==> config.mk <==
export PLATFORM = sky130hd
export DESIGN_NAME = mecodo_cordic
export DESIGN_NICKNAME = d
export VERILOG_FILES = /design/src/rtl/core/mecanum_odometry_integrator_top_defines.svh /design/src/rtl/core/mecodo_pkg.sv /design/src/rtl/core/mecodo_cordic.sv
export SDC_FILE = /design/constraint.sdc
export NUM_CORES = 1
export LEC_CHECK = 0
export BUFFER_PORTS_ARGS = -buffer_cell sky130_fd_sc_hd__buf_2
export CORE_UTILIZATION = 42
export CTS_CLUSTER_DIAMETER = 40
export DETAILED_ROUTE_END_ITERATION = 10
export PLACE_DENSITY = 0.67
export REMOVE_ABC_BUFFERS = 1
export SLEW_MARGIN = 25
export SYNTH_ARGS = -nofsm -noshare
export SYNTH_HDL_FRONTEND = slang
export SYNTH_SLANG_ARGS = --single-unit
export TNS_END_PERCENT = 20
==> constraint.sdc <==
create_clock -name clk -period 6.7 [get_ports clk]
set_input_delay 0.67 -clock clk [delete_from_list [all_inputs] [get_ports clk]]
set_output_delay 0.67 -clock clk [all_outputs]
set_load 0.01 [all_outputs]
==> src/rtl/core/mecanum_odometry_integrator_top_defines.svh <==
// assertion macros for the mecanum odometry integrator
// used by the top level only, no other dependencies
`ifndef MECANUM_ODOMETRY_INTEGRATOR_TOP_DEFINES_SVH
`define MECANUM_ODOMETRY_INTEGRATOR_TOP_DEFINES_SVH

// antecedent in this cycle implies consequent in the same cycle
`define MOI_ASSERT_SAME(label, a, b) \
	label: assert property (@(posedge clk) disable iff (!arst_n) (a) |-> (b)) \
		else $error("same-cycle check failed");

// antecedent in this cycle implies consequent in the next cycle
`define MOI_ASSERT_NEXT(label, a, b) \
	label: assert property (@(posedge clk) disable iff (!arst_n) (a) |=> (b)) \
		else $error("next-cycle check failed");

`endif

==> src/rtl/core/mecodo_pkg.sv <==
// shared types and constants of the mecanum odometry integrator
// no dependencies
`default_nettype none

package mecodo_pkg;

	typedef struct packed {
		logic signed [15:0] wheel_one_speed;
		logic signed [15:0] wheel_two_speed;
		logic signed [15:0] wheel_three_speed;
		logic signed [15:0] wheel_four_speed;
		logic [15:0]        elapsed_time;
	} in_item_t;

	typedef struct packed {
		logic signed [15:0] velocity_x;
		logic signed [15:0] velocity_y;
		logic signed [15:0] yaw_rate;
		logic signed [31:0] position_x;
		logic signed [31:0] position_y;
		logic [15:0]        heading;
	} out_item_t;

	// register indexes
	localparam logic [7:0] REG_WHEEL_RADIUS     = 8'd0;
	localparam logic [7:0] REG_INVERSE_AXLE_SUM = 8'd1;
	localparam logic [15:0] WHEEL_RADIUS_RST     = 16'd3277;
	localparam logic [15:0] INVERSE_AXLE_SUM_RST = 16'd609;

	// arithmetic widths
	localparam int CS_W  = 34;
	localparam int MA_W  = 44;
	localparam int MB_W  = 24;
	localparam int PR_W  = MA_W + MB_W;
	localparam int ACC_W = 56;
	localparam logic signed [CS_W-1:0] CORDIC_GAIN = 34'sd652032874;
	localparam logic signed [MB_W-1:0] INV_TWO_PI  = 24'sd2670177;

	// cordic handshake between top and rotator
	typedef struct packed {
		logic start;
		logic done;
	} cor_ctl_t;

	// atan(2^-i) in units of 2^-32 turn
	function automatic logic [31:0] atan_turn(input logic [4:0] idx);
		logic [31:0] v;
		case (idx)
			5'd0: v = 32'd536870912;
			5'd1: v = 32'd316933405;
			5'd2: v = 32'd167458907;
			5'd3: v = 32'd85004756;
			5'd4: v = 32'd42667331;
			5'd5: v = 32'd21354465;
			5'd6: v = 32'd10679838;
			5'd7: v = 32'd5340245;
			5'd8: v = 32'd2670163;
			5'd9: v = 32'd1335086;
			5'd10: v = 32'd667544;
			5'd11: v = 32'd333772;
			5'd12: v = 32'd166886;
			5'd13: v = 32'd83443;
			5'd14: v = 32'd41721;
			5'd15: v = 32'd20860;
			5'd16: v = 32'd10430;
			5'd17: v = 32'd5215;
			5'd18: v = 32'd2607;
			5'd19: v = 32'd1303;
			5'd20: v = 32'd651;
			5'd21: v = 32'd325;
			5'd22: v = 32'd162;
			5'd23: v = 32'd81;
			default: v = 32'd0;
		endcase
		return v;
	endfunction

	// saturate a wide signed value to 16 bits
	function automatic logic signed [15:0] sat16(input logic signed [PR_W-1:0] v);
		logic signed [15:0] r;
		if (v > 68'sd32767) r = 16'sh7fff;
		else if (v < -68'sd32768) r = 16'sh8000;
		else r = 16'(v);
		return r;
	endfunction

	// saturate a wide signed value to 32 bits
	function automatic logic signed [31:0] sat32(input logic signed [ACC_W-1:0] v);
		logic signed [31:0] r;
		if (v > 56'sd2147483647) r = 32'sh7fffffff;
		else if (v < -56'sd2147483648) r = 32'sh80000000;
		else r = 32'(v);
		return r;
	endfunction

endpackage

`default_nettype wire

==> src/rtl/core/mecodo_cordic.sv <==
// iterative cordic rotator: cos and sin of a binary angle in Q4.30
// depends on mecodo_pkg
`default_nettype none

module mecodo_cordic import mecodo_pkg::*; #(
	parameter int ANGLE_BITS   = 16,
	parameter int CORDIC_STEPS = 16
) (
	input  wire logic                   clk,
	input  wire logic                   arst_n,
	input  wire logic                   start,
	input  wire logic [ANGLE_BITS-1:0]  angle,
	output logic                        done,
	output logic signed [CS_W-1:0]      cos_val,
	output logic signed [CS_W-1:0]      sin_val
);

	localparam int STEP_W = $clog2(CORDIC_STEPS + 1);

	logic              busy_q;
	logic [STEP_W-1:0] step_q;
	logic [1:0]        quad_q;
	logic signed [CS_W-1:0] x_q, y_q, z_q;
	logic done_q;
	logic signed [CS_W-1:0] c_q, s_q;

	logic [31:0] a32, res;
	logic [1:0]  quad;
	logic signed [CS_W-1:0] dx, dy, at;

	// quarter-turn reduction of the start angle, shift and arctangent terms of the step
	always_comb begin
		a32  = {angle, {(32-ANGLE_BITS){1'b0}}};
		quad = 2'((a32 + 32'h2000_0000) >> 30);
		res  = a32 - {quad, 30'd0};
		dx   = y_q >>> step_q;
		dy   = x_q >>> step_q;
		at   = CS_W'({2'b00, atan_turn(5'(step_q))});
	end

	// rotation steps and quadrant fix-up
	always_ff @(posedge clk or negedge arst_n) begin
		if (!arst_n) begin
			busy_q <= 1'b0;
			done_q <= 1'b0;
			step_q <= '0;
		end else begin
			done_q <= 1'b0;
			if (start && !busy_q) begin
				busy_q <= 1'b1;
				step_q <= '0;
				quad_q <= quad;
				x_q    <= CORDIC_GAIN;
				y_q    <= '0;
				z_q    <= CS_W'($signed(res));
			end else if (busy_q) begin
				if (step_q == STEP_W'(CORDIC_STEPS)) begin
					busy_q <= 1'b0;
					done_q <= 1'b1;
					case (quad_q)
						2'd1: begin c_q <= -y_q; s_q <= x_q; end
						2'd2: begin c_q <= -x_q; s_q <= -y_q; end
						2'd3: begin c_q <= y_q; s_q <= -x_q; end
						default: begin c_q <= x_q; s_q <= y_q; end
					endcase
				end else begin
					step_q <= step_q + 1'b1;
					if (!z_q[CS_W-1]) begin
						x_q <= x_q - dx;
						y_q <= y_q + dy;
						z_q <= z_q - at;
					end else begin
						x_q <= x_q + dx;
						y_q <= y_q - dy;
						z_q <= z_q + at;
					end
				end
			end
		end
	end

	assign done    = done_q;
	assign cos_val = c_q;
	assign sin_val = s_q;

endmodule

`default_nettype wire

======== After elaboration in Yosys (flattened, before gate mapping) ========
Memories as Yosys holds them, arrays and structs flattened.
Cells that the tools add are included.
cells by class
  $add $sub $neg .......................... 11
  multipliers ............................. 0
  div/mod/pow operators ................... 0
  $lt $le $gt $ge ......................... 0
  equality and inequality tests ........... 5
  shifts and indexed selects .............. 2
  mux-type cells .......................... 21
  bitwise logic cells ..................... 1
  reductions and logical operators ........ 7
operators by type and width
  kind                                             count
  two-way mux 34 bit                               10
  case mux 34 bit (3 select lines)                 2
  adder 34 bit                                     2
  negation 34 bit                                  2
  >>> shifter 34 x 5 -> 34 bit                     2
  subtractor 34 bit                                2
  adder 34 x 33 -> 34 bit                          1
  subtractor 34 x 33 -> 34 bit                     1
  adder 32 x 30 -> 32 bit (second input constant)  1
  subtractor 32 bit                                1
  two-way mux 5 bit                                3
  two-way mux 1 bit                                6
  adder 5 x 1 -> 5 bit (second input constant)     1
  == test 5 bit (second input constant)            1
  == test 2 bit (second input constant)            2
  AND reduction 2 bit                              2
  AND reduction 4 bit                              1
  AND reduction 3 bit                              1
  == test 2 x 1 -> 1 bit (second input constant)   1
  != test 2 bit (second input constant)            1
  nonzero test 2 bit                               1
  logical AND 1 bit                                1
  logical NOT 1 bit                                1
  NOT 1 bit                                        1
storage, ports and cells
  flip-flop bits (word level) ............. 179
  bits in latches ......................... 0
  bits in writable memories ............... 0
  ROM bits ................................ 960
  input bits .............................. 19
  memories kept ........................... 1
memory list
  memory            words  width  rd ports  clocked after memory_dff  wr ports  RTL line          text
  (name not given)  32     30     1         0                         0         mecodo_pkg.sv:48  case (idx)

======== Longest topological paths before layout ========
An unclocked memory read counts as a cell.
  depth after elaboration ................. 6
  mapped depth ............................ 27

======== Worst setup path after synthesis ========
Ideal clock, no wire load.
  kind .................................... register -> register
  from .................................... register step_q[1]
  to ...................................... register z_q[32], data pin
  library setup time ...................... 0.274 ns
  arrival time ............................ 5.574 ns
  data required time ...................... 6.426 ns
  path slack .............................. 0.853 ns
  stages on the path, launching flop included .. 26
  path buffers ............................ 5
  path through ............................ dfrtp_1 buf_6 buf_6 inv_2 buf_2 buf_2 ha_1 clkbuf_1 inv_1 a211o_1 a21oi_1 a21oi_1 ha_1 nor2_1 a21oi_1 fa_1 a211o_1 a2111oi_0 nor3_1 o31ai_1 o21ai_0 a31oi_1 a31oi_1 a221oi_1 mux2i_1 nand4_1
on the way
  word-level cells in the longest chain between the ends .. 6
  elaborated cells between the ends (all ways) .. 7
  those cells by class .................... 2 x add/sub; 4 x mux; 1 x memory
ends and longest elaborated chain
  what                                                                     RTL line                                  text
  from (decl)                                                              mecodo_cordic.sv:21                       logic [STEP_W-1:0] step_q;
  from (signal assigned)                                                   mecodo_cordic.sv:67                       step_q <= step_q + 1'b1;
  memory read (32 x 30 bit) (*)                                            -
  subtractor 34 x 33 -> 34 bit or adder 34 x 33 -> 34 bit (tied branches)  mecodo_cordic.sv:71, mecodo_cordic.sv:75
  two-way mux 34 bit (*)                                                   mecodo_cordic.sv:68                       if (!z_q[CS_W-1]) begin
  two-way mux 34 bit (*)                                                   mecodo_cordic.sv:57                       if (step_q == STEP_W'(CORDIC_STEPS)) begin
  two-way mux 34 bit (*)                                                   mecodo_cordic.sv:56                       end else if (busy_q) begin
  two-way mux 34 bit (*)                                                   mecodo_cordic.sv:49                       if (start && !busy_q) begin
  to (signal assigned)                                                     mecodo_cordic.sv:55                       z_q <= CS_W'($signed(res));
  to (signal assigned)                                                     mecodo_cordic.sv:71                       z_q <= z_q - at;
  to (signal assigned)                                                     mecodo_cordic.sv:75                       z_q <= z_q + at;
  to (decl)                                                                mecodo_cordic.sv:23                       logic signed [CS_W-1:0] x_q, y_q, z_q;
Mark *: on every way between the ends. The rest lies on a longest branch, timed or not. The select of a mux whose other input is x is not followed.
A chain may end at the register's enable or synchronous reset.

======== Final worst setup path ========
  from .................................... register step_q[3]
  to ...................................... register y_q[33], data pin
on the way
  word-level cells in the longest chain between the ends .. 5
  elaborated cells between the ends (all ways) .. 7
  those cells by class .................... 2 x add/sub; 1 x eq/ne; 1 x shift; 3 x mux
ends and longest elaborated chain
  what                                               RTL line                                  text
  >>> shifter 34 x 5 -> 34 bit                       mecodo_cordic.sv:37                       dy = x_q >>> step_q;
  adder 34 bit or subtractor 34 bit (tied branches)  mecodo_cordic.sv:70, mecodo_cordic.sv:74
  two-way mux 34 bit                                 mecodo_cordic.sv:68
  two-way mux 34 bit (*)                             mecodo_cordic.sv:57
  two-way mux 34 bit (*)                             mecodo_cordic.sv:56
  to (signal assigned)                               mecodo_cordic.sv:70                       y_q <= y_q + dy;
  to (signal assigned)                               mecodo_cordic.sv:74                       y_q <= y_q - dy;
  to (decl)                                          mecodo_cordic.sv:23
Mark *: on every way between the ends. The rest lies on a longest branch, timed or not.

==> flow_summary_export.csv <==
group,metric,value,unit
run_status,status,"complete, no violations",
critical_path,start_kind,"register",
layout,fin_cells,3292,
job,max-cap-violations,0,
layout,syn2layout_area_growth,8.52,%
critical_path,critical_path.top_delay_family,"compound AO/OA/AOI/OAI gates",
routing,totalWireLength,80800,um
clock_tree,numCtsBuffers,17,
clock_tree,cts_hold_buf,0,
layout,layout_commonest_cell,"nand2_1",
sta,fin_crit,6.34,ns
global_routing,track_usage,29.7,%
synthesis,ys.flop_type,"edfxtp_1",
sta,maxSlewViolCount,0,
floorplan,dieArea,54400,um2
synthesis,ys_warn_count,0,
clock_tree,cts.sinks,179,
critical_path,cp_num_buf_inv,2,
sta,fmax,158,MHz
synthesis,synth_seq_area_share,23.8,%
floorplan,fp.dieH,233,um
clock_tree,clkLatencyLatePin,0.52,ns
routing,post_drt_wl_per_cell,24.5,um
synthesis,synth_area_per_cell,8.68,um2
routing,num_vias,21553,
routing,drt_iter0_drc,2051,
synthesis,ys_async_sr_fraction,3.91,%
sta,fin_crit_sh,94.6,%
floorplan,core,52700,um2
floorplan,die_x,233,um
floorplan,num_rows,84,
layout,drive_gt1_share,17.0,%
critical_path,cp_slowest_cell,"dfrtp_4",
sta,clock_skew,0.0222,ns
place,io_buffers,87,
clock_tree,clockRootBuffer,"clkbuf_16",
sta,hold_viol,0,
global_routing,overflow,0,
critical_path,setup.worst_path.end_class,"register",
critical_path,cp_max_fo,24,
global_routing,grt_pass1_wl,123000,um
sta,slew_headroom,29.5,%
routing,drc,0,
critical_path,path_class,"register to register",
global_routing,grt_max_degree,97,
clock_tree,htree_num_levels,4,
floorplan,start_util,42.6,%
synthesis,synth_seq_cells,179,
synthesis,synth_edf_count,172,
routing,drt_pass1_iterations,6,
place,hpwlAfterDp,59800,um
critical_path,cp_slowest_stage_delay,0.68,ns
hold_path,hp-class,"input port to async pin",
place,dp.cells,3256,
critical_path,cp_data_required_time,6.94,ns
clock_tree,clk_pin_slew,0.08,ns
floorplan,num_io_pins,88,
layout,final_nets,2728,
layout,antenna_cells,0,
sta,worst_pin_slew,1.06,ns
sta,rsz0062_at_grt,"no",
sta,setup_viol,0,
synthesis,syn_area,22400,um2
place,globalplace.congestion,1.05,
clock_tree,clock_tree.buffer_depth,2,
synthesis,yosys.cell_types.count,105,
clock_tree,cts_tree,"built",
global_routing,antenna_found_initial,1,
layout,final_cell_mix,"nand2_1 (255), a21oi_1 (225), nor2_1 (218)",
routing,vias_per_cell,6.55,
routing,ant_nets,0,
critical_path,worstPathCellList,"buf_4 -> mux4_2 -> mux2_2 -> mux2i_1 -> o211a_1 -> ha_1 -> nand3_1 -> nor4_4 -> buf_4 -> a21oi_1 -> xnor2_1 -> ha_1 -> a21o_1 -> a21oi_1 -> o21ai_0 -> nor3_1 -> a21o_1 -> o31ai_1 -> a31oi_1 -> nor4_2 -> o31ai_1",
critical_path,arrival,6.58,ns
synthesis,syn_inst,2585,
global_routing,grt_pass1_vias,20594,
synth_stat cells, types with 12 or more instances:
library cell	number	area share, %
mux4_2	108	11
o21bai_1	12	0.40
buf_1	31	0.52
a221o_1	14	0.62
inv_1	46	0.77
or2_2	12	0.33
nor2b_1	31	0.86
mux2i_1	62	2.8
a22oi_1	16	0.54
and2_1	25	0.70
nand2_1	256	4.3
nor2_1	218	3.6
o21a_1	33	1.1
clkbuf_1	131	2.2
nand2b_1	30	0.84
buf_2	36	0.80
o22ai_1	21	0.59
nor4_1	19	0.53
and3_1	23	0.64
o31ai_1	29	0.97
a31oi_1	41	1.1
edfxtp_1	172	23
xnor2_1	128	5.0
nand3_1	48	1.1
nand4_1	12	0.33
nor3_1	69	1.5
o211ai_1	16	0.54
xor2_1	83	3.2
a21oi_1	225	5.0
a21o_1	49	1.6
or3_1	24	0.67
o21ai_0	150	3.3
a211oi_1	41	1.4
ha_1	115	6.4
mux2_2	35	1.8
metal layers:
layer	part of all wire (%)	GRT usage, %	up-vias
li1	-	-	9772
met3	8.5	5.26	219
met1	41	39.2	10485
met4	4.2	13.5	0
met5	0	0	-
met2	46	47.2	1077
sequential cells by signal (all words and copies together) (netlist names):
signal / cells
quad_q: 2
cos_val: 34
sin_val: 34
step_q: 5
y_q: 34
busy_q: 1
x_q: 34
done: 1
z_q: 34
stage by stage:
step | worst slack [ns] | hold WS [ns] | utilization (%) | TNS (ns) | instance area (um2)
floorplan | -2.17 | 0.374 | - | -188.76 | 21500
global placement | 0.308 | 0.631 | 45.0 | 0 | 23700
detailed placement | 0.199 | 0.658 | 45.0 | 0 | 23700
CTS | 0.181 | 0.144 | 46.1 | 0 | 24300
global route | 0.00840 | 0.183 | 46.3 | 0 | 24400
finish | 0.364 | 0.163 | 46.3 | 0 | 24400
layout make-up:
| class | count | area [um2] |
|---|---|---|
| fillers | 5037 | 28300 |
| inverters | 51 | 191 |
| clock inverters | 14 | 133 |
| clock buffers | 18 | 429 |
| repair buffers | 203 | 1410 |
| flip-flops and latches | 179 | 5350 |
| multi-input cells | 2139 | 16000 |
| well taps | 688 | 861 |
cells by family after synthesis:
family,synth area share [%]
adder cells (fa/ha/maj),6.68
AO/OA/AOI/OAI,22.2
AND/OR/NAND/NOR,18.1
multiplexers,15.7
buffers and inverters,5.22
flip-flops,23.8
XOR/XNOR,8.33
what timing repair did:
item | 4_1_cts | 5_1_grt
setup buffers | 0 | 4
resized for setup | 0 | 5
endpoints found under the setup margin | 0 | 11
final timing paths:
kind | slack (ns) | from | to | depth (start not counted)
hold reg to reg | 0.67 | z_q[0]$_SDFFCE_PP0P_ | z_q[0]$_SDFFCE_PP0P_ | 2
min in group clk | 0.44 | angle[9] | z_q[25]$_DFFE_PP_ | 3
setup reg to reg | 0.36 | step_q[3]$_DFFE_PN0P_ | y_q[33]$_SDFFCE_PP0P_ | 21
setup / recovery | 0.36 | step_q[3]$_DFFE_PN0P_ | y_q[33]$_SDFFCE_PP0P_ | 21
hold / removal | 0.16 | arst_n | step_q[1]$_DFFE_PN0P_ | 1
max in group asynchronous | 6.09 | arst_n | step_q[3]$_DFFE_PN0P_ | 1
Power is left out: the tool's default activity adds up to more than one toggle a clock period on the data nets, which glitch-free logic cannot reach.
